`src/hdl/fstd_pkg.sv`:
```
// Package for the sample to binary64 converter: format codes and the
// per-stage payload structs. No dependencies.
package fstd_pkg;

  typedef enum logic [2:0] {
    FMT_U8  = 3'd0,
    FMT_S16 = 3'd1,
    FMT_S32 = 3'd2,
    FMT_S64 = 3'd3,
    FMT_F32 = 3'd4
  } fmt_t;

  // Stage 1 -> 2: sign and magnitude, or a finished special value.
  typedef struct packed {
    logic        neg;
    logic [63:0] mag;
    logic        special;
    logic [63:0] result;
  } s1_t;

  // Stage 2 -> 3: normalised magnitude with its top-bit position.
  typedef struct packed {
    logic        neg;
    logic [63:0] norm;
    logic [5:0]  top;
    logic        zero;
    logic        special;
    logic [63:0] result;
  } s2_t;

endpackage

```
`src/hdl/fits_sample_to_double.sv`:
```
// Raw sample (big-endian assembled) to IEEE-754 binary64 converter.
// Depends on fstd_pkg and fstd_norm.
//
// Usage:
//   Items arrive on s_axis (tdata = sample_bits) and leave on m_axis
//   (tdata = double_bits), one result per item. The format register is
//   written through cfg_valid/cfg_ready/cfg_data; the user must write it
//   only while no item is in flight, which the block does not enforce.
//   cfg_ready is always high. Three register stages: stage 1 decodes
//   format and takes the magnitude, stage 2 finds the leading one and
//   normalises, stage 3 rounds and packs exponent and sign. An accepted
//   item passes the stage 1, 2 and 3 registers on its way to m_axis.
//   Throughput is one item per cycle unless the receiver stalls; the
//   three stages hold together when it stalls, and s_axis_tready follows
//   the output stage so a stall loses and repeats nothing.
//   Reset clears the valid bits and sets the format to u8.
module fits_sample_to_double (
  input  logic        clk,
  input  logic        rst,
  input  logic        cfg_valid,
  output logic        cfg_ready,
  input  logic [2:0]  cfg_data,       // sample_format
  input  logic        s_axis_tvalid,
  output logic        s_axis_tready,
  input  logic [63:0] s_axis_tdata,   // sample_bits
  output logic        m_axis_tvalid,
  input  logic        m_axis_tready,
  output logic [63:0] m_axis_tdata    // double_bits
);
  logic [2:0] sample_format;
  logic v1, v2, v3;
  logic adv;
  fstd_pkg::s1_t s1, s1_next;
  fstd_pkg::s2_t s2, s2_next;
  logic [63:0] s3;
  logic [63:0] s3_next;

  assign cfg_ready     = 1'b1;
  assign adv           = !v3 || m_axis_tready;
  assign s_axis_tready = adv;
  assign m_axis_tvalid = v3;
  assign m_axis_tdata  = s3;

  // Stage 1: format decode.
  always_comb begin
    logic [7:0]  fe;
    logic [22:0] fm;
    fe = s_axis_tdata[30:23];
    fm = s_axis_tdata[22:0];
    s1_next = '0;
    case (sample_format)
      fstd_pkg::FMT_U8: s1_next.mag = {56'd0, s_axis_tdata[7:0]};
      fstd_pkg::FMT_S16: begin
        s1_next.neg = s_axis_tdata[15];
        s1_next.mag = {48'd0, s_axis_tdata[15] ? 16'(-s_axis_tdata[15:0])
                                                : s_axis_tdata[15:0]};
      end
      fstd_pkg::FMT_S32: begin
        s1_next.neg = s_axis_tdata[31];
        s1_next.mag = {32'd0, s_axis_tdata[31] ? 32'(-s_axis_tdata[31:0])
                                                : s_axis_tdata[31:0]};
      end
      fstd_pkg::FMT_S64: begin
        s1_next.neg = s_axis_tdata[63];
        s1_next.mag = s_axis_tdata[63] ? -s_axis_tdata : s_axis_tdata;
      end
      fstd_pkg::FMT_F32: begin
        s1_next.neg = s_axis_tdata[31];
        if (fe == 8'hFF) begin
          // infinity passes through; force the quiet bit on a NaN, keep the payload in the top bits
          s1_next.special = 1'b1;
          s1_next.result  = {s_axis_tdata[31], 11'h7FF, fm[22] | (fm != 23'd0),
                             fm[21:0], 29'd0};
        end else if (fe == 8'd0) begin
          // subnormal: value is m * 2^-149, route through the integer path
          s1_next.special = (fm == 23'd0);
          s1_next.result  = {s_axis_tdata[31], 63'd0};
          s1_next.mag     = {41'd0, fm};
        end else begin
          s1_next.special = 1'b1;
          s1_next.result  = {s_axis_tdata[31], 11'(fe) + 11'd896, fm, 29'd0};
        end
      end
      default: s1_next.special = 1'b1;
    endcase
    // remember subnormal float for the exponent bias in stage 3
    if (sample_format == fstd_pkg::FMT_F32 && !s1_next.special)
      s1_next.result = 64'd1;
  end

  fstd_norm u_norm (.din(s1), .dout(s2_next));

  // Stage 3: round to 53 bits and pack.
  always_comb begin
    logic [52:0] keep;
    logic        rb, st;
    logic [53:0] rnd;
    logic [10:0] ex;
    keep = s2.norm[63:11];
    rb   = s2.norm[10];
    st   = |s2.norm[9:0];
    rnd  = {1'b0, keep} + 54'(rb && (st || keep[0]));
    ex   = (s2.result[0] ? 11'd873 : 11'd1022) + 11'(s2.top);
    if (s2.special)
      s3_next = s2.result;
    else if (s2.zero)
      s3_next = 64'd0;
    else
      // hidden bit and any rounding carry add into the exponent
      s3_next = {s2.neg, {ex, 52'd0} + {9'd0, rnd}};
  end

  always_ff @(posedge clk) begin
    if (rst) begin
      sample_format <= 3'd0;
      v1 <= 1'b0;
      v2 <= 1'b0;
      v3 <= 1'b0;
    end else begin
      if (cfg_valid) sample_format <= cfg_data;
      if (adv) begin
        v1 <= s_axis_tvalid;
        v2 <= v1;
        v3 <= v2;
      end
    end
  end

  always_ff @(posedge clk) begin
    if (adv) begin
      s1 <= s1_next;
      s2 <= s2_next;
      s3 <= s3_next;
    end
  end

  a_hold: assert property (@(posedge clk) disable iff (rst)
    m_axis_tvalid && !m_axis_tready |=> m_axis_tvalid && $stable(m_axis_tdata))
    else $error("output changed under stall");
  a_lat: assert property (@(posedge clk) disable iff (rst)
    s_axis_tvalid && s_axis_tready ##1 adv ##1 adv |=> m_axis_tvalid)
    else $error("item lost in pipeline");
  a_rdy: assert property (@(posedge clk) disable iff (rst)
    !m_axis_tvalid |-> s_axis_tready)
    else $error("stalled while output empty");
endmodule

```
`src/hdl/fstd_norm.sv`:
```
// Normalising stage: finds the leading one and shifts it to bit 63.
// Depends on fstd_pkg.
module fstd_norm (
  input  fstd_pkg::s1_t din,
  output fstd_pkg::s2_t dout
);
  logic [5:0] top;
  always_comb begin
    top = 6'd0;
    for (int i = 0; i < 64; i++) begin
      if (din.mag[i]) top = 6'(i);
    end
    dout.neg     = din.neg;
    dout.top     = top;
    dout.norm    = din.mag << (6'd63 - top);
    dout.zero    = (din.mag == 64'd0);
    dout.special = din.special;
    dout.result  = din.result;
  end
endmodule

```
`config.mk`:
```
export PLATFORM = sky130hd
export DESIGN_NAME = fits_sample_to_double
export DESIGN_NICKNAME = d
export VERILOG_FILES = /design/src/hdl/fstd_pkg.sv /design/src/hdl/fits_sample_to_double.sv /design/src/hdl/fstd_norm.sv
export SDC_FILE = /design/constraint.sdc
export NUM_CORES = 1
export LEC_CHECK = 0
export ABC_AREA = 1
export BUFFER_PORTS_ARGS = -buffer_cell sky130_fd_sc_hd__buf_2
export CAP_MARGIN = 20
export CORE_ASPECT_RATIO = 0.6
export CORE_MARGIN = 4
export CORE_UTILIZATION = 45
export CTS_CLUSTER_DIAMETER = 50
export DETAILED_ROUTE_END_ITERATION = 12
export HOLD_SLACK_MARGIN = 0.08
export PLACE_DENSITY_LB_ADDON = 0.05
export SLEW_MARGIN = 20
export SYNTH_ARGS = -nofsm -noshare
export SYNTH_HDL_FRONTEND = slang
export SYNTH_SLANG_ARGS = --single-unit
```
`constraint.sdc`:
```
create_clock -name clk -period 6.9 [get_ports clk]
set_clock_uncertainty 0.05 [all_clocks]
set_input_delay 0.69 -clock clk [delete_from_list [all_inputs] [get_ports clk]]
set_output_delay 0.69 -clock clk [all_outputs]
set_load 0.05 [all_outputs]
```
# --- Word level (Yosys, flattened, before mapping) ---
# Cells that the tools add are included.
# W data, S select, Z words.
word_totals:
  ff_bits: 337
  input_bits: 72
  output_inout_bits: 67
  word_cells: 126
op_classes:
  n_addsub: 8
  n_eq_ne: 5
  shift: 1
  muxes: 77
  bitwise: 2
  reduce_logical: 16
op_table:
  columns: ["cell", "count"]
  rows:
  - ["$pmux W64 S5", 1]
  - ["$mux W6", 32]
  - ["$mux W64", 3]
  - ["$mux W65", 2]
  - ["$mux W5", 16]
  - ["$logic_not A64 Y1", 1]
  - ["$neg A64 Y64", 1]
  - ["$shl A64 B6 Y64", 1]
  - ["$add A63 B54 Y63", 1]
  - ["$add A53 B1 Y54", 1]
  - ["$mux W23", 2]
  - ["$mux W32", 1]
  - ["$mux W4", 8]
  - ["$neg A32 Y32", 1]
  - ["$logic_not A23 Y1", 1]
  - ["$reduce_bool A23 Y1", 1]
  - ["$mux W16", 1]
  - ["$neg A16 Y16", 1]
  - ["$mux W3", 4]
  - ["$add A10 B6 Y11", 1]
  - ["$add A8 B10 Y11 const B", 1]
  - ["$reduce_or A10 Y1", 1]
  - ["$eq A8 B8 Y1 const B", 1]
  - ["$logic_not A8 Y1", 1]
  - ["other kinds (18)", 25]

# --- Longest topological paths before layout ---
# Gate-level depths: netlist of run 1.
depth:
  depth_word: 65
  ltp_mapped: 74
  depth_no_buf: 73

# --- By module ---
# Synthesis of run 1 repeated with hierarchy kept, for this count alone.
hier_totals:
  hier_cells: 2928
  area_unflattened_um2: 21349.2
by_module_without_submodules:
  columns: ["mod", "instances", "cells_each", "area_each_um2"]
  rows:
  - ["fits_sample_to_double", 1, 1694, 15641.3]
  - ["fstd_norm", 1, 1234, 5708.0]

# --- Worst setup path before layout of run 1 ---
# OpenSTA, ideal clock, no wires.
synth_timing:
  path_kind: "input to output"
  from: "input port m_axis_tready"
  to: "output port s_axis_tready"
  arrival_time_ps: 6303
  required_ps: 6160
  path_slack_ps: -143
  cell_stages: 2
  path_buffers: 0
  cell_sequence: "nor2_1 > inv_1"
synth_between:
  elab_chain_cells: 1
synth_lines:
  columns: ["element", "line", "source"]
  rows:
  - ["start, declared", "fits_sample_to_double.sv:27", "input logic m_axis_tready,"]
  - ["$logic_or A1 B1 Y1", "fits_sample_to_double.sv:39", "assign adv = !v3 || m_axis_tready;"]
  - ["end, declared", "fits_sample_to_double.sv:24", "output logic s_axis_tready,"]
# Every way passes these cells.

# --- Worst setup path in the final report of run 1 ---
layout_timing:
  from: "register s2[83] in the netlist's numbering"
  to: "register s3[60] (netlist: m_axis_tdata[60]), data pin"
layout_between:
  elab_chain_cells: 6
layout_lines:
  columns: ["element", "line", "source"]
  rows:
  - ["start, declared", "fits_sample_to_double.sv:34", "fstd_pkg::s2_t s2, s2_next;"]
  - ["start signal, assigned", "fits_sample_to_double.sv:132", "s2 <= s2_next;"]
  - ["$logic_or A1 B1 Y1", "fits_sample_to_double.sv:102", "rnd = {1'b0, keep} + 54'(rb && (st || keep[0]));"]
  - ["$logic_and A1 B1 Y1", "fits_sample_to_double.sv:102", null]
  - ["$add A53 B1 Y54 *", "fits_sample_to_double.sv:102", null]
  - ["$add A63 B54 Y63 *", "fits_sample_to_double.sv:110", "s3_next = {s2.neg, {ex, 52'd0} + {9'd0, rnd}};"]
  - ["$mux W64 *", "fits_sample_to_double.sv:106", "else if (s2.zero)"]
  - ["$mux W64 *", "fits_sample_to_double.sv:104", "if (s2.special)"]
  - ["net s3_next[60]", "fits_sample_to_double.sv:36", "logic [63:0] s3_next;"]
  - ["end signal, assigned", "fits_sample_to_double.sv:133", "s3 <= s3_next;"]
  - ["end, declared", "fits_sample_to_double.sv:35", "logic [63:0] s3;"]
# Mark *: on every way through the listed nets, which the timed path passes. The rest lies on a longest branch.
# A chain may end at the register's enable or synchronous reset.

==> run summary, run 1 <==
DRC viols = 0
#FFs+latches synth = 277
RSZ-0062 raised after global routing = no
Post-CTS Resized = 0
# clock sinks = 277
CP arrival = 6.41 ns
Post-Route WL = 62.3 mm
Final Power = 8540 uW
Leading cell types in the layout, fill and taps excluded = 532 x nand3_1, 501 x nand2_1, 271 x edfxtp_1
Max cap viols = 0
Starting DRT DRC Count = 2646
Final TNS setup = 0 ns
Clock Root Buffer = clkbuf_16
CTS H-tree depth = 1
Slew Limit Fails = 0
Die Wd = 265 um
Clk Latency, worst-skew pair = 0.59 ns
CP bufs+invs = 6
Critical Path End Type = register
Core area = 39000 um2
Initial Utilization = 45.5%
Vias per cell = 5.85
Routability congestion estimate = 0.978
Die height = 162 um
Hold path start = rst
Hold crit path type = in2reg
CP max FO = 5
FP Rows = 56
Max IR drop VDD = 0.239 mV
Filler instances = 3783
Critical path origin = s2[83]
HPWL after DPL = 46.9 mm
Worst slew margin = 35.3%
Input/output buffers = 137
Syn_area_per_cell = 7.73 um2
Layout Area Growth over Synthesis = 12.8%
Asr flop ratio synth = 0%
Hold Buf Count CTS = 0
Fin crit share = 88.8%
Worst reg2reg path startpoint = s2[83]
TritonCTS clock tree = built
ANT nets after route = 0
Vias in the first global route = 15300
Max Freq = 163 MHz
Cell area power density = 426 nW/um2
Post-Syn Area = 17800 um2
Share of cells above drive strength 1 = 12.2%
TritonCTS buffer count = 30
Worst-Margin Slew = 0.971 ns
Warnings, synthesis = 0
Seq/Total Area, Yosys = 46.5%
Post-CTS setup buffer count = 0
Top Family by Delay on Critical Path = simple AND/OR/NAND/NOR gates
Post-Synthesis Cells = 2301
Most common cell after layout, fill and taps aside = nand3_1
Leak = 0.00891 uW
GRT Total Usage = 28.3%
Number of diodes = 0
Worst setup SP type = register
Post-layout min period = 6.12 ns
Netlist cell types = 58
Crit path largest cell delay = 0.34 ns
Pin count of the biggest net entering global routing = 155
Die Area = 42800 um2
Reg clk slew, reported paths = 0.06 ns
Final hold vios = 0
EDFF count, synth = 271
Critical path type = reg2reg
Synth Flop Type = edfxtp_1
CTS Buffer Depth = 3
Outcome = finished clean
Initial antenna violation count = 1
Avg WL per Cell = 21.2 um
Worst EP required = 7.19 ns
Detailed-route via count = 17200
Most frequent CP cell = nand2_1
Final setup fails = 0
First-pass GRT wire length = 93.6 mm
Io pins = 139
Synth Net Count = 2383
Final nets = 2470
Critical-path top delay cell = edfxtp_1
Gr ovfl total = 0
Finished Core Util = 51.4%
Pre-Repair DR Iteration Count = 6
==> cell families after synthesis <==
kind of cell    Yosys count  synth area share [%]
flops                   277                  46.5
simple gates           1402                  36.6
buf+inv                 364                  7.71
other cells               1                0.0211
fa+ha+maj                10                 0.746
compound gates          247                  8.42
==> layout make-up <==
cell class | instances | area [um2] | area share, %
flip-flops and latches | 277 | 8260 | 41.2
multi-input cells | 1660 | 8220 | 41.0
inverters | 261 | 985 | 4.91
repair buffers | 158 | 901 | 4.49
clock buffers | 33 | 762 | 3.80
well taps | 522 | 653 | 3.26
clock inverters | 22 | 273 | 1.36
==> flip-flops by register name, indices dropped and copies added, names as in the netlist <==
signal	count
s1	100
sample_format	3
m_axis_tvalid	1
m_axis_tdata	64
v2	1
s2	107
v1	1
==> Yosys cell counts (7+ instances only) <==
| cell type | n | area (um2) |
|---|---|---|
| inv_1 | 240 | 901 |
| nand3_2 | 9 | 90.1 |
| buf_1 | 13 | 48.8 |
| nor3_1 | 56 | 280 |
| a32o_1 | 16 | 160 |
| ha_1 | 9 | 113 |
| nand2_1 | 503 | 1890 |
| nor2_1 | 181 | 679 |
| and3_1 | 9 | 56.3 |
| nor2_2 | 16 | 100 |
| inv_2 | 18 | 67.6 |
| edfxtp_1 | 271 | 8140 |
| nand4_1 | 20 | 125 |
| a21oi_1 | 94 | 470 |
| o21ai_0 | 71 | 355 |
| nand3_1 | 532 | 2660 |
| a211oi_1 | 7 | 52.6 |
| a31oi_1 | 9 | 56.3 |
| nor4_1 | 33 | 206 |
| clkbuf_1 | 88 | 330 |
| o31ai_1 | 9 | 67.6 |
| nor2_4 | 10 | 113 |
==> through the flow <==
| step | setup slack (ns) | hold slack, ns | std cells | area, um2 |
|---|---|---|---|---|
| final | 0.776 | 0.271 | 2933 | 20100 |
| after global routing | 0.0169 | 0.270 | 2933 | 20100 |
| after CTS | 0.795 | 0.247 | 2932 | 20000 |
| after detailed placement | 0.814 | 0.355 | 2877 | 19000 |
| after global placement | 0.945 | 0.351 | 2877 | 19000 |
| after floorplan | 1.11 | 0.350 | 2301 | 17800 |
==> worst register-to-register path, delay by kind of cell, from the launching register on <==
family / cells / cell delay [ns]
AO/OA/AOI/OAI: 3 / 0.46
adder cells (fa/ha/maj): 1 / 0.17
buffers and inverters: 6 / 0.41
flip-flops: 1 / 0.34
AND/OR/NAND/NOR: 37 / 4.47
==> metal layers <==
metal	vias up	track usage (%)	share of wire (%)
met5	-	1.24	0.11
met4	2	5.73	2.2
met3	81	8.74	13
met2	961	35.1	36
met1	7980	46.7	49
li1	8142	-	-
==> power breakdown <==
| part | switching, uW | internal (uW) |
|---|---|---|
| registers | 333 | 2440 |
| logic | 3050 | 1050 |
| clock network | 711 | 963 |
| total | 4090 | 4450 |
==> path summary, 6_finish.rpt <==
path / to / slack (ns) / cells after the start
min: v1 / 0.27 / 2
max: m_axis_tdata[60] / 0.78 / 47
min reg2reg: s2[54] / 0.37 / 0
max reg2reg: m_axis_tdata[60] / 0.78 / 47
(Power assumes the default switching activity.)
==> inputs of run 2 (changes only) <==
==> constraint.sdc (replaced) <==
create_clock -name clk -period 6.9 [get_ports clk]
set_clock_uncertainty 0.05 [all_clocks]
set_input_delay 0.345 -clock clk [delete_from_list [all_inputs] [get_ports clk]]
set_output_delay 0.345 -clock clk [all_outputs]
set_load 0.05 [all_outputs]
==> run 2 against run 1 <==
Effect of this change: sequential power about the same; utilization increased by 0.26 points; critical endpoint unchanged; design area increased by 0.51%.
==> run summary, run 2 (synthesis gave the netlist of run 1 again) <==
Max IR drop VDD = 0.237 mV
Clk Latency, worst-skew pair = 0.58 ns
CP arrival = 6.45 ns
GRT Total Usage = 28.0%
Slew Limit Fails = 0
Reg clk slew, reported paths = 0.07 ns
Pre-Repair DR Iteration Count = 5
Crit path largest cell delay = 0.35 ns
Max cap viols = 0
First-pass GRT wire length = 92.9 mm
Clock Root Buffer = clkbuf_16
Most common cell after layout, fill and taps aside = nand3_1
CTS Buffer Depth = 3
Pin count of the biggest net entering global routing = 184
HPWL after DPL = 46.1 mm
Outcome = finished clean
Layout Area Growth over Synthesis = 13.4%
Leak = 0.00896 uW
Final hold vios = 0
TritonCTS buffer count = 29
Routability congestion estimate = 0.976
Max FFs per register = 107
Cell area power density = 411 nW/um2
Final nets = 2497
Io pins = 139
Core area = 39000 um2
Vias per cell = 5.84
Post-Route WL = 61.3 mm
Critical path type = reg2reg
CTS H-tree depth = 1
Leading cell types in the layout, fill and taps excluded = 532 x nand3_1, 501 x nand2_1, 271 x edfxtp_1
Area of the multi-input gates = 8230 um2
Die Area = 42800 um2
Post-CTS setup buffer count = 0
Filler instances = 3838
Max Freq = 162 MHz
Share of cells above drive strength 1 = 11.9%
Initial antenna violation count = 0
Place WS = 0.772 ns
TritonCTS clock tree = built
DRC viols = 0
RSZ-0062 raised after global routing = no
Worst-Margin Slew = 1.12 ns
Gr ovfl total = 0
Initial Utilization = 45.5%
Input/output buffers = 137
Critical-path top delay cell = edfxtp_1
Die Wd = 265 um
Worst slew margin = 25.2%
Fin crit share = 89.6%
Hold_ws = 0.125 ns
ANT nets after route = 0
Worst setup SP type = register
Most frequent CP cell = nand2_1
Final TNS setup = 0 ns
# clock sinks = 277
Post-layout min period = 6.18 ns
Detailed-route via count = 17300
Die height = 162 um
Number of diodes = 0
Worst EP required = 7.17 ns
CP max FO = 5
FP Rows = 56
Vias in the first global route = 15400
Biggest register = s2
Avg WL per Cell = 20.7 um
Critical Path End Type = register
Seq. cell area = 8260 um2
Hold crit path type = in2reg
Slack of the critical path = 0.717 ns
Starting DRT DRC Count = 2371
Final setup fails = 0
## run 2: cell types whose count changed in the layout (fill, tap and decap cells not counted), sizes merged
cell         before  now
dlygate4sd3       0   28
bufinv            4    0
clkbuf           33   37
clkinvlp          2    1
## run 2: per-stage QoR
stage	utilization, %	cells	area (um2)	total power, uW
floorplan	-	2301	17800	5500
global placement	48.6	2878	19000	6750
detailed placement	48.6	2878	19000	6740
CTS	51.6	2960	20100	8260
global route	51.6	2960	20200	8830
finish	51.6	2960	20200	8290
## run 2: cell type report
type                            count  area share [%]
Tap cell                          522            3.24
Clock inverter                     17           0.658
Timing Repair Buffer              186            5.64
Inverter                          261            4.91
Clock buffer                       37            3.75
Multi-Input combinational cell   1660            40.8
Sequential cell                   277            41.0
## run 2: per-layer routing
| layer | global-route usage (%) | vias up | wire, um |
|---|---|---|---|
| li1 | - | 8208 | - |
| met1 | 46.6 | 8113 | 30100 |
| met2 | 35.8 | 893 | 22600 |
| met3 | 8.02 | 59 | 7670 |
| met4 | 4.10 | 0 | 923 |
| met5 | 0 | - | 0 |
## run 2: timing repair
action,4_1_cts,5_1_grt
hold endpoints to repair,22,0
hold buffers,28,0
resized for setup,0,1
setup endpoints to repair,0,1
## run 2: final timing paths
kind | from | endpoint | slack [ns] | depth (start not counted)
setup / recovery | s2[82] | m_axis_tdata[60] | 0.72 | 47
hold / removal | s_axis_tdata[39] | s1[104] | 0.13 | 3
setup reg to reg | s2[82] | m_axis_tdata[60] | 0.72 | 47
hold reg to reg | s1[61] | s2[61] | 0.37 | 0
## run 2: worst max-delay path: cells and delay by family, from the launching register on
kind / cells / cell delay (ns)
AO/OA/AOI/OAI: 3 / 0.46
buffers and inverters: 6 / 0.41
AND/OR/NAND/NOR: 37 / 4.45
flip-flops: 1 / 0.35
adder cells (fa/ha/maj): 1 / 0.17
## run 2: report_power, final
part           switching, uW  leakage, uW  internal (uW)  total (uW)
Clock                    679     0.000434            791        1470
Combinational           3010      0.00537           1050        4060
Sequential               324      0.00316           2440        2760
